### config.mk
export PLATFORM = sky130hd
export DESIGN_NAME = shared_chunk_pool_multi_queue
export DESIGN_NICKNAME = d
export VERILOG_FILES = /design/src/rtl/core/scpmq_pkg.sv /design/src/rtl/core/shared_chunk_pool_multi_queue.sv
export SDC_FILE = /design/constraint.sdc
export NUM_CORES = 2
export LEC_CHECK = 0
export CORE_MARGIN = 2
export CORE_UTILIZATION = 55
export CTS_BUF_LIST = sky130_fd_sc_hd__clkbuf_8
export DETAILED_ROUTE_END_ITERATION = 10
export DONT_BUFFER_PORTS = 1
export PLACE_DENSITY_LB_ADDON = 0.1
export SYNTH_ARGS = -nofsm -noshare
export SYNTH_HDL_FRONTEND = slang
export SYNTH_MEMORY_MAX_BITS = 65536
export SYNTH_SLANG_ARGS = --single-unit
### constraint.sdc
create_clock -name aclk -period 12.6 [get_ports aclk]
set_input_delay 0.63 -clock aclk [delete_from_list [all_inputs] [get_ports aclk]]
set_output_delay 0.63 -clock aclk [all_outputs]
set_load 0.01 [all_outputs]
### src/rtl/core/scpmq_pkg.sv
// ----------------------------------------------------------------------------
// Shared chunk pool multi-queue package
// Sizes, status codes and small helper functions of the shared chunk pool.
// ----------------------------------------------------------------------------
package scpmq_pkg;

    // Pool geometry.
    localparam int CHUNK_WORDS = 16;
    localparam int NUM_CHUNKS  = 8;
    localparam int NUM_QUEUES  = 4;
    localparam int DATA_WIDTH  = 32;

    // Fixed widths of the request and result fields.
    localparam int QID_IN_W  = 2;
    localparam int WORD_W    = 32;
    localparam int STATUS_W  = 2;
    localparam int COUNT_O_W = 4;

    // Derived internal widths.
    localparam int QID_W  = (NUM_QUEUES > 1) ? $clog2(NUM_QUEUES) : 1;
    localparam int CID_W  = (NUM_CHUNKS > 1) ? $clog2(NUM_CHUNKS) : 1;
    localparam int CNT_W  = $clog2(NUM_CHUNKS + 1);
    localparam int OFF_W  = $clog2(CHUNK_WORDS + 1);
    localparam int DEPTH  = NUM_CHUNKS * CHUNK_WORDS;
    localparam int ADDR_W = $clog2(DEPTH);

    // Request types.
    localparam logic REQ_ENQUEUE = 1'b0;
    localparam logic REQ_DEQUEUE = 1'b1;

    // Result status codes.
    typedef enum logic [STATUS_W-1:0] {
        STATUS_DONE  = 2'd0,
        STATUS_FULL  = 2'd1,
        STATUS_EMPTY = 2'd2
    } status_t;

    // Folds the request's queue field onto the queues that exist.
    function automatic logic [QID_W-1:0] fold_queue_id(input logic [QID_IN_W-1:0] id);
        int v;
        v = int'(id);
        for (int i = 0; i < (1 << QID_IN_W); i++) begin
            if (v >= NUM_QUEUES) begin
                v = v - NUM_QUEUES;
            end
        end
        return QID_W'(v);
    endfunction

    // Next position of a free list pointer.
    function automatic logic [CID_W-1:0] wrap_inc(input logic [CID_W-1:0] ptr);
        logic [CID_W-1:0] res;
        if (ptr == CID_W'(NUM_CHUNKS - 1)) begin
            res = '0;
        end else begin
            res = ptr + CID_W'(1);
        end
        return res;
    endfunction

    // Word address of an offset within a chunk.
    function automatic logic [ADDR_W-1:0] word_addr(input logic [CID_W-1:0] cid,
                                                    input logic [OFF_W-1:0] off);
        return ADDR_W'(cid) * ADDR_W'(CHUNK_WORDS) + ADDR_W'(off);
    endfunction

endpackage

### src/rtl/core/shared_chunk_pool_multi_queue.sv
// ----------------------------------------------------------------------------
// Shared chunk pool multi-queue
// Several FIFO queues that share one word store cut into fixed-size chunks.
// ----------------------------------------------------------------------------

// A user of this block sends one enqueue or dequeue request per cycle while
// s_ready is high and gets exactly one result per request, in request order;
// each request passes through the request register and then the result
// register. The sustained rate is one request per cycle while the result side
// takes every result: the request register feeds the descriptor and free list
// update logic, and the data store, a single-port memory with a registered
// read, is written or read as the result register loads. The data
// store, the chunk links and the head and tail chunk ids are never cleared;
// the sequencing of the block never reads one of their entries before it has
// been written, so the block is ready right after reset with no clearing pass.
// The free list starts out holding chunk ids zero upward in order. A rejected
// request (enqueue to a full queue, dequeue from an empty one) changes
// nothing and reports its reason in the status field.
module shared_chunk_pool_multi_queue (
    input  logic                                 aclk,
    input  logic                                 aresetn,
    input  logic                                 s_valid,
    output logic                                 s_ready,
    input  logic                                 s_req_type,
    input  logic [scpmq_pkg::QID_IN_W-1:0]       s_queue_id,
    input  logic signed [scpmq_pkg::WORD_W-1:0]  s_write_value,
    output logic                                 m_valid,
    input  logic                                 m_ready,
    output logic signed [scpmq_pkg::WORD_W-1:0]  m_read_value,
    output logic [scpmq_pkg::STATUS_W-1:0]       m_status,
    output logic                                 m_queue_full,
    output logic                                 m_queue_empty,
    output logic [scpmq_pkg::COUNT_O_W-1:0]      m_used_chunks,
    output logic [scpmq_pkg::COUNT_O_W-1:0]      m_free_chunks
);

    // Request register.
    logic                                 req_valid_reg;
    logic                                 req_type_reg;
    logic [scpmq_pkg::QID_W-1:0]          req_q_reg;
    logic [scpmq_pkg::WORD_W-1:0]         req_wdata_reg;

    // Per-queue descriptors.
    logic [scpmq_pkg::CID_W-1:0] head_reg [scpmq_pkg::NUM_QUEUES];
    logic [scpmq_pkg::CID_W-1:0] tail_reg [scpmq_pkg::NUM_QUEUES];
    logic [scpmq_pkg::OFF_W-1:0] rd_off_reg [scpmq_pkg::NUM_QUEUES];
    logic [scpmq_pkg::OFF_W-1:0] wr_off_reg [scpmq_pkg::NUM_QUEUES];
    logic [scpmq_pkg::CNT_W-1:0] cnt_reg [scpmq_pkg::NUM_QUEUES];

    // Chunk links and the free list of chunk ids.
    logic [scpmq_pkg::CID_W-1:0] link_reg [scpmq_pkg::NUM_CHUNKS];
    logic [scpmq_pkg::CID_W-1:0] free_fifo_reg [scpmq_pkg::NUM_CHUNKS];
    logic [scpmq_pkg::CID_W-1:0] free_rd_ptr_reg;
    logic [scpmq_pkg::CID_W-1:0] free_wr_ptr_reg;
    logic [scpmq_pkg::CNT_W-1:0] free_count_reg;

    // Word store.
    logic [scpmq_pkg::DATA_WIDTH-1:0] data_mem [scpmq_pkg::DEPTH];
    logic [scpmq_pkg::DATA_WIDTH-1:0] rdata_reg;

    // Result register.
    logic                              out_valid_reg;
    scpmq_pkg::status_t                out_status_reg;
    logic                              out_full_reg;
    logic                              out_empty_reg;
    logic [scpmq_pkg::CNT_W-1:0]       out_used_reg;
    logic [scpmq_pkg::CNT_W-1:0]       out_free_reg;
    logic                              out_rd_ok_reg;

    // Update logic of the request in the request register.
    logic                              adv;
    logic [scpmq_pkg::CID_W-1:0]       cur_head, cur_tail, new_cid;
    logic [scpmq_pkg::OFF_W-1:0]       cur_ro, cur_wo, ro_inc;
    logic [scpmq_pkg::CNT_W-1:0]       cur_cnt;
    logic                              full_now, used_up;
    logic                              take, give, link_we, mem_we;
    logic [scpmq_pkg::ADDR_W-1:0]      mem_addr;
    logic [scpmq_pkg::CID_W-1:0]       head_next, tail_next;
    logic [scpmq_pkg::OFF_W-1:0]       ro_next, wo_next;
    logic [scpmq_pkg::CNT_W-1:0]       cnt_next;
    logic [scpmq_pkg::CID_W-1:0]       free_rd_ptr_next, free_wr_ptr_next;
    logic [scpmq_pkg::CNT_W-1:0]       free_count_next;
    scpmq_pkg::status_t                status_next;
    logic                              rd_ok_next;
    logic                              full_next;

    // The request register moves on whenever the result register is free or
    // its result is being taken in this cycle.
    assign adv     = req_valid_reg && (!out_valid_reg || m_ready);
    assign s_ready = !req_valid_reg || adv;

    always_comb begin
        cur_head = head_reg[req_q_reg];
        cur_tail = tail_reg[req_q_reg];
        cur_ro   = rd_off_reg[req_q_reg];
        cur_wo   = wr_off_reg[req_q_reg];
        cur_cnt  = cnt_reg[req_q_reg];
        new_cid  = free_fifo_reg[free_rd_ptr_reg];
        ro_inc   = cur_ro + scpmq_pkg::OFF_W'(1);

        head_next        = cur_head;
        tail_next        = cur_tail;
        ro_next          = cur_ro;
        wo_next          = cur_wo;
        cnt_next         = cur_cnt;
        free_rd_ptr_next = free_rd_ptr_reg;
        free_wr_ptr_next = free_wr_ptr_reg;
        free_count_next  = free_count_reg;
        take             = 1'b0;
        give             = 1'b0;
        link_we          = 1'b0;
        mem_we           = 1'b0;
        used_up          = 1'b0;
        mem_addr         = '0;
        status_next      = scpmq_pkg::STATUS_DONE;
        rd_ok_next       = 1'b0;

        // A queue is full when it needs a new chunk and none is free.
        if (cur_cnt == '0) begin
            full_now = (free_count_reg == '0);
        end else begin
            full_now = (cur_wo >= scpmq_pkg::OFF_W'(scpmq_pkg::CHUNK_WORDS))
                       && (free_count_reg == '0);
        end

        case (req_type_reg)
            scpmq_pkg::REQ_ENQUEUE: begin
                if (full_now) begin
                    status_next = scpmq_pkg::STATUS_FULL;
                end else begin
                    if (cur_cnt == '0) begin
                        take      = 1'b1;
                        head_next = new_cid;
                        tail_next = new_cid;
                        ro_next   = '0;
                        wo_next   = '0;
                        cnt_next  = scpmq_pkg::CNT_W'(1);
                    end else if (cur_wo >= scpmq_pkg::OFF_W'(scpmq_pkg::CHUNK_WORDS)) begin
                        take      = 1'b1;
                        link_we   = 1'b1;
                        tail_next = new_cid;
                        wo_next   = '0;
                        cnt_next  = cur_cnt + scpmq_pkg::CNT_W'(1);
                    end
                    mem_we   = 1'b1;
                    mem_addr = scpmq_pkg::word_addr(tail_next, wo_next);
                    wo_next  = wo_next + scpmq_pkg::OFF_W'(1);
                end
            end
            scpmq_pkg::REQ_DEQUEUE: begin
                if (cur_cnt == '0) begin
                    status_next = scpmq_pkg::STATUS_EMPTY;
                end else begin
                    rd_ok_next = 1'b1;
                    mem_addr   = scpmq_pkg::word_addr(cur_head, cur_ro);
                    ro_next    = ro_inc;
                    // The last chunk is used up once reads catch up with
                    // writes; any other chunk once all its words are read.
                    if (cur_cnt == scpmq_pkg::CNT_W'(1)) begin
                        used_up = (ro_inc >= cur_wo);
                    end else begin
                        used_up = (ro_inc >= scpmq_pkg::OFF_W'(scpmq_pkg::CHUNK_WORDS));
                    end
                    if (used_up) begin
                        give     = 1'b1;
                        cnt_next = cur_cnt - scpmq_pkg::CNT_W'(1);
                        ro_next  = '0;
                        if (cnt_next != '0) begin
                            head_next = link_reg[cur_head];
                        end else begin
                            wo_next = '0;
                        end
                    end
                end
            end
            default: begin
            end
        endcase

        if (take) begin
            free_rd_ptr_next = scpmq_pkg::wrap_inc(free_rd_ptr_reg);
            free_count_next  = free_count_reg - scpmq_pkg::CNT_W'(1);
        end
        if (give) begin
            free_wr_ptr_next = scpmq_pkg::wrap_inc(free_wr_ptr_reg);
            free_count_next  = free_count_reg + scpmq_pkg::CNT_W'(1);
        end

        if (cnt_next == '0) begin
            full_next = (free_count_next == '0);
        end else begin
            full_next = (wo_next >= scpmq_pkg::OFF_W'(scpmq_pkg::CHUNK_WORDS))
                        && (free_count_next == '0);
        end
    end

    // Control state: handshakes, descriptor offsets and counts, and the free list.
    always_ff @(posedge aclk) begin
        if (!aresetn) begin
            req_valid_reg   <= 1'b0;
            out_valid_reg   <= 1'b0;
            free_rd_ptr_reg <= '0;
            free_wr_ptr_reg <= '0;
            free_count_reg  <= scpmq_pkg::CNT_W'(scpmq_pkg::NUM_CHUNKS);
            for (int i = 0; i < scpmq_pkg::NUM_CHUNKS; i++) begin
                free_fifo_reg[i] <= scpmq_pkg::CID_W'(i);
            end
            for (int i = 0; i < scpmq_pkg::NUM_QUEUES; i++) begin
                rd_off_reg[i] <= '0;
                wr_off_reg[i] <= '0;
                cnt_reg[i]    <= '0;
            end
        end else begin
            if (s_ready) begin
                req_valid_reg <= s_valid;
            end
            if (adv) begin
                out_valid_reg <= 1'b1;
            end else if (m_ready) begin
                out_valid_reg <= 1'b0;
            end
            if (adv) begin
                rd_off_reg[req_q_reg] <= ro_next;
                wr_off_reg[req_q_reg] <= wo_next;
                cnt_reg[req_q_reg]    <= cnt_next;
                free_rd_ptr_reg       <= free_rd_ptr_next;
                free_wr_ptr_reg       <= free_wr_ptr_next;
                free_count_reg        <= free_count_next;
                if (give) begin
                    free_fifo_reg[free_wr_ptr_reg] <= cur_head;
                end
            end
        end
    end

    // Payload registers, no reset needed.
    always_ff @(posedge aclk) begin
        if (s_valid && s_ready) begin
            req_type_reg  <= s_req_type;
            req_q_reg     <= scpmq_pkg::fold_queue_id(s_queue_id);
            req_wdata_reg <= s_write_value;
        end
        if (adv) begin
            head_reg[req_q_reg] <= head_next;
            tail_reg[req_q_reg] <= tail_next;
            if (link_we) begin
                link_reg[cur_tail] <= new_cid;
            end
            out_status_reg <= status_next;
            out_full_reg   <= full_next;
            out_empty_reg  <= (cnt_next == '0);
            out_used_reg   <= cnt_next;
            out_free_reg   <= free_count_next;
            out_rd_ok_reg  <= rd_ok_next;
        end
    end

    // Word store: one address per cycle while the request register advances,
    // written on an enqueue and read into rdata_reg on a dequeue.
    always_ff @(posedge aclk) begin
        if (adv) begin
            if (mem_we) begin
                data_mem[mem_addr] <= scpmq_pkg::DATA_WIDTH'($unsigned(req_wdata_reg));
            end
            if (rd_ok_next) begin
                rdata_reg <= data_mem[mem_addr];
            end
        end
    end

    assign m_valid       = out_valid_reg;
    assign m_read_value  = out_rd_ok_reg ? signed'(scpmq_pkg::WORD_W'(rdata_reg))
                                         : '0;
    assign m_status      = out_status_reg;
    assign m_queue_full  = out_full_reg;
    assign m_queue_empty = out_empty_reg;
    assign m_used_chunks = scpmq_pkg::COUNT_O_W'(out_used_reg);
    assign m_free_chunks = scpmq_pkg::COUNT_O_W'(out_free_reg);

    // Every chunk is either on the free list or held by exactly one queue.
    int chk_total;
    always_comb begin
        chk_total = int'(free_count_reg);
        for (int i = 0; i < scpmq_pkg::NUM_QUEUES; i++) begin
            chk_total = chk_total + int'(cnt_reg[i]);
        end
    end

    a_chunks_conserved: assert property (@(posedge aclk) disable iff (!aresetn)
        chk_total == scpmq_pkg::NUM_CHUNKS)
        else $error("chunk accounting lost or duplicated a chunk");

    a_empty_reject: assert property (@(posedge aclk) disable iff (!aresetn)
        out_valid_reg && (out_status_reg == scpmq_pkg::STATUS_EMPTY)
        |-> out_empty_reg && (out_used_reg == '0))
        else $error("dequeue rejected while the queue holds chunks");

    a_full_reject: assert property (@(posedge aclk) disable iff (!aresetn)
        out_valid_reg && (out_status_reg == scpmq_pkg::STATUS_FULL)
        |-> out_full_reg && (out_free_reg == '0))
        else $error("enqueue rejected while a chunk was available");

    a_empty_flag: assert property (@(posedge aclk) disable iff (!aresetn)
        out_valid_reg |-> (out_empty_reg == (out_used_reg == '0)))
        else $error("empty flag disagrees with the chunk count");

    a_request_held: assert property (@(posedge aclk) disable iff (!aresetn)
        req_valid_reg && !adv |=> req_valid_reg && $stable(req_q_reg))
        else $error("stalled request left the request register");

endmodule

==> flow_summary.ini <==
[hold_path]
worstHoldEndpoint = req_wdata_reg[14]
whs_path_depth = 1
hold_class = in2reg
hold_start = s_write_value[14]

[worst_setup_path]
cp.arrival_ns = 9.85
cp_max_fo = 68
critPathLaunchType = flop
crit_required_ns = 13.39
reg2reg_setup_slack_ns = 3.53
reg2reg_depth = 15
crit_path_end_kind = flop
critical_path_class = reg2reg
rr_endpoint = data_mem[105][9]

[floorplanning]
fp-row-count = 201
dieWidth_um = 552.7
fp.coreArea_um2 = 299800
die_h_um = 552.7
io_pins = 85
start_util_pct = 55.23
die-area_um2 = 305500

[logic_synthesis]
synth-seq-cells = 4321
synth-xor-area-share_pct = 0.05290
synthCells = 9768
syn-cell-area_um2 = 165600
ys_warn_count = 0
yosys.area_share.simple_pct = 3.471
synth_fa_ha_area_share_pct = 0.1587
synth-edff-count = 4304
synth_compound_area_share_pct = 9.691
synth_area_leader_cell = edfxtp_1
post-synth-top-area-fraction_pct = 78.06
yosys-top-cells-area = edfxtp_1, mux2i_1, a22o_1
syn_nets = 9828
synthTopCellsByCount = edfxtp_1, mux2i_1, nand2_1
synth_top_family_by_area = compound AO/OA/AOI/OAI gates
muxShareOfSynthArea_pct = 6.732
avgSynthCellArea_um2 = 16.95
synth-seq-area-share_pct = 78.26
yosysMostFrequentCell = edfxtp_1
synth-main-ff-cell = edfxtp_1
ys_types = 65
synthArstFlopShare_pct = 0

[power_and_ir_drop]
powerDensity_nw_per_um2 = 163.9
power_frac_seq_pct = 52.8
sw_frac_of_total_pct = 27.05
p_int_w = 0.02203
power.switching_w = 0.008166
p_leak_nw = 60.17
p_comb_share_pct = 11.6
power_frac_clock_pct = 35.6
ir_drop_mv = 0.1037

[timing]
fin_skew_ns = 0.1039
fin_crit_sh_pct = 71.96
maxSlewHeadroom_pct = -0.5435
setup_viol = 0
fin_tns_setup_ns = 0
setup_ws_ns = 3.533
min_period_ns = 9.067
hold_viol = 0
drv_slew = 1
rsz0062_at_grt = false
max_slew.worst_pin.slew_ns = 1.495
max_freq_ghz = 0.1103

[flow_run]
drv_cap = 1

[global_route]
grt_pass1_wl_um = 679400
antenna_found_initial = 44
grt_max_degree = 145
grt_usage_pct = 31.41
grt_pass1_vias = 89660
grt_overflow = 0

[cts]
ctsHoldBuffers = 63
clock_path_buffers = 4
cts_root_buf = clkbuf_8
cts_made_buffers = 681
path_clk_slew_ns = 0.06
cts_tree = built
cts_setup_buffers = 0
cts_resized = 0
cts.sinks = 4321
htreeDepth = 6
insertion_delay_ns = 1.24

[route]
firstDrtPassIters = 6
ant_nets = 0
wl_per_cell_um = 33.44
drt_first_iter_violations = 13110
drt-vias-per-instance = 6.438
drc = 0
finalWirelength_um = 489300
vias = 94190

[placed_design]
preCtsSetupSlack_ns = 3.630
portBuffers = 0
dp_hpwl_um = 282200
gp_congestion = 0.9361

[final_layout]
drive_gt1_share_pct = 11.67
largest_reg_flops = 4096
areaGrowthSynthToFinish_pct = 11.22
nNetsFinal = 10190

[outcome]
outcome = finished with violations
violations = capacitance limit, slew limit
## power by group through the flow
stage	clock (W)	combinational [W]	sequential [W]
2_1_floorplan	0	0.00178	0.0163
3_3_place_gp	0	0.00341	0.0162
3_5_place_dp	0	0.00344	0.0162
4_1_cts	0.0109	0.00346	0.0159
5_1_grt	0.0115	0.00361	0.0159
6_report	0.0107	0.00351	0.0159
## worst max-delay path by stage
stage,end,from
2_1_floorplan,data_mem[0][0],flop
3_3_place_gp,data_mem[13][29],flop
3_5_place_dp,data_mem[13][29],flop
4_1_cts,data_mem[13][16],flop
5_1_grt,data_mem[13][2],flop
6_report,data_mem[105][9],flop
## through the flow
step / hold slack, ns / total power, W / cells / utilization [%] / cell area (µm²)
3_3_place_gp: 0.4998 / 0.01964 / 13340 / 57.16 / 171300
5_1_grt: 0.07181 / 0.03101 / 14610 / 61.41 / 184100
4_1_cts: 0.0009800 / 0.03026 / 14610 / 61.40 / 184100
6_report: 0.09875 / 0.03019 / 14630 / 61.43 / 184200
2_1_floorplan: 0.4547 / 0.01811 / 9768 / - / 165600
3_5_place_dp: 0.5105 / 0.01968 / 13340 / 57.16 / 171300
## cell families (layout without fill, tap and decap cells)
| group | Yosys count | in the layout |
|---|---|---|
| AO/OA/AOI/OAI | 2262 | 2262 |
| XOR/XNOR | 10 | 10 |
| adder cells (fa/ha/maj) | 21 | 21 |
| buffers and inverters | 660 | 1547 |
| flip-flops | 4321 | 4321 |
| multiplexers | 1078 | 1078 |
| other | 1 | 19 |
| AND/OR/NAND/NOR | 1415 | 1415 |
## routing by layer
layer / part of all wire, % / GRT usage (%) / vias to the layer above
li1: - / - / 39910
met1: 39 / 44.32 / 48280
met2: 45 / 47.45 / 5130
met3: 10 / 6.157 / 851
met4: 5.2 / 14.87 / 20
met5: 0.022 / 0 / -
## layout by cell type, fill, tap and decap left out, types with 122 or more instances in the layout
cell / synthesis / final
o22ai_1: 513 / 513
clkbuf_8: 0 / 689
nand2_1: 993 / 990
nor2_4: 0 / 130
mux2i_1: 1036 / 1036
o31ai_1: 515 / 502
buf_4: 4 / 202
a22o_1: 577 / 577
a21oi_1: 467 / 467
edfxtp_1: 4304 / 4304
a41oi_1: 131 / 131
nor2_1: 252 / 122
inv_1: 28 / 277
clkinv_1: 4 / 171
## worst max-delay path, cell delays in order (launching register included)
cell	delay (ns)
dfxtp_2	0.95
mux4_2	0.73
inv_1	0.16
ha_1	0.25
inv_1	0.11
or4_1	0.70
nand2_1	0.40
nor2_1	0.19
nor2_1	0.20
nor2_1	0.09
ha_1	0.30
a32oi_1	0.70
and2_4	0.64
buf_4	0.87
nand2_1	1.03
nor2_4	1.25
## cell type report
cell class,count,area [µm²]
multi-input cells,4787,34460
inverters,34,127.6
well taps,3958,4952
clock inverters,521,2599
fillers,21890,115600
flip-flops and latches,4321,129600
clock buffers,689,9483
diodes,18,45.04
repair buffers,303,2899
Note: power is estimated with default switching activity, not from simulation.
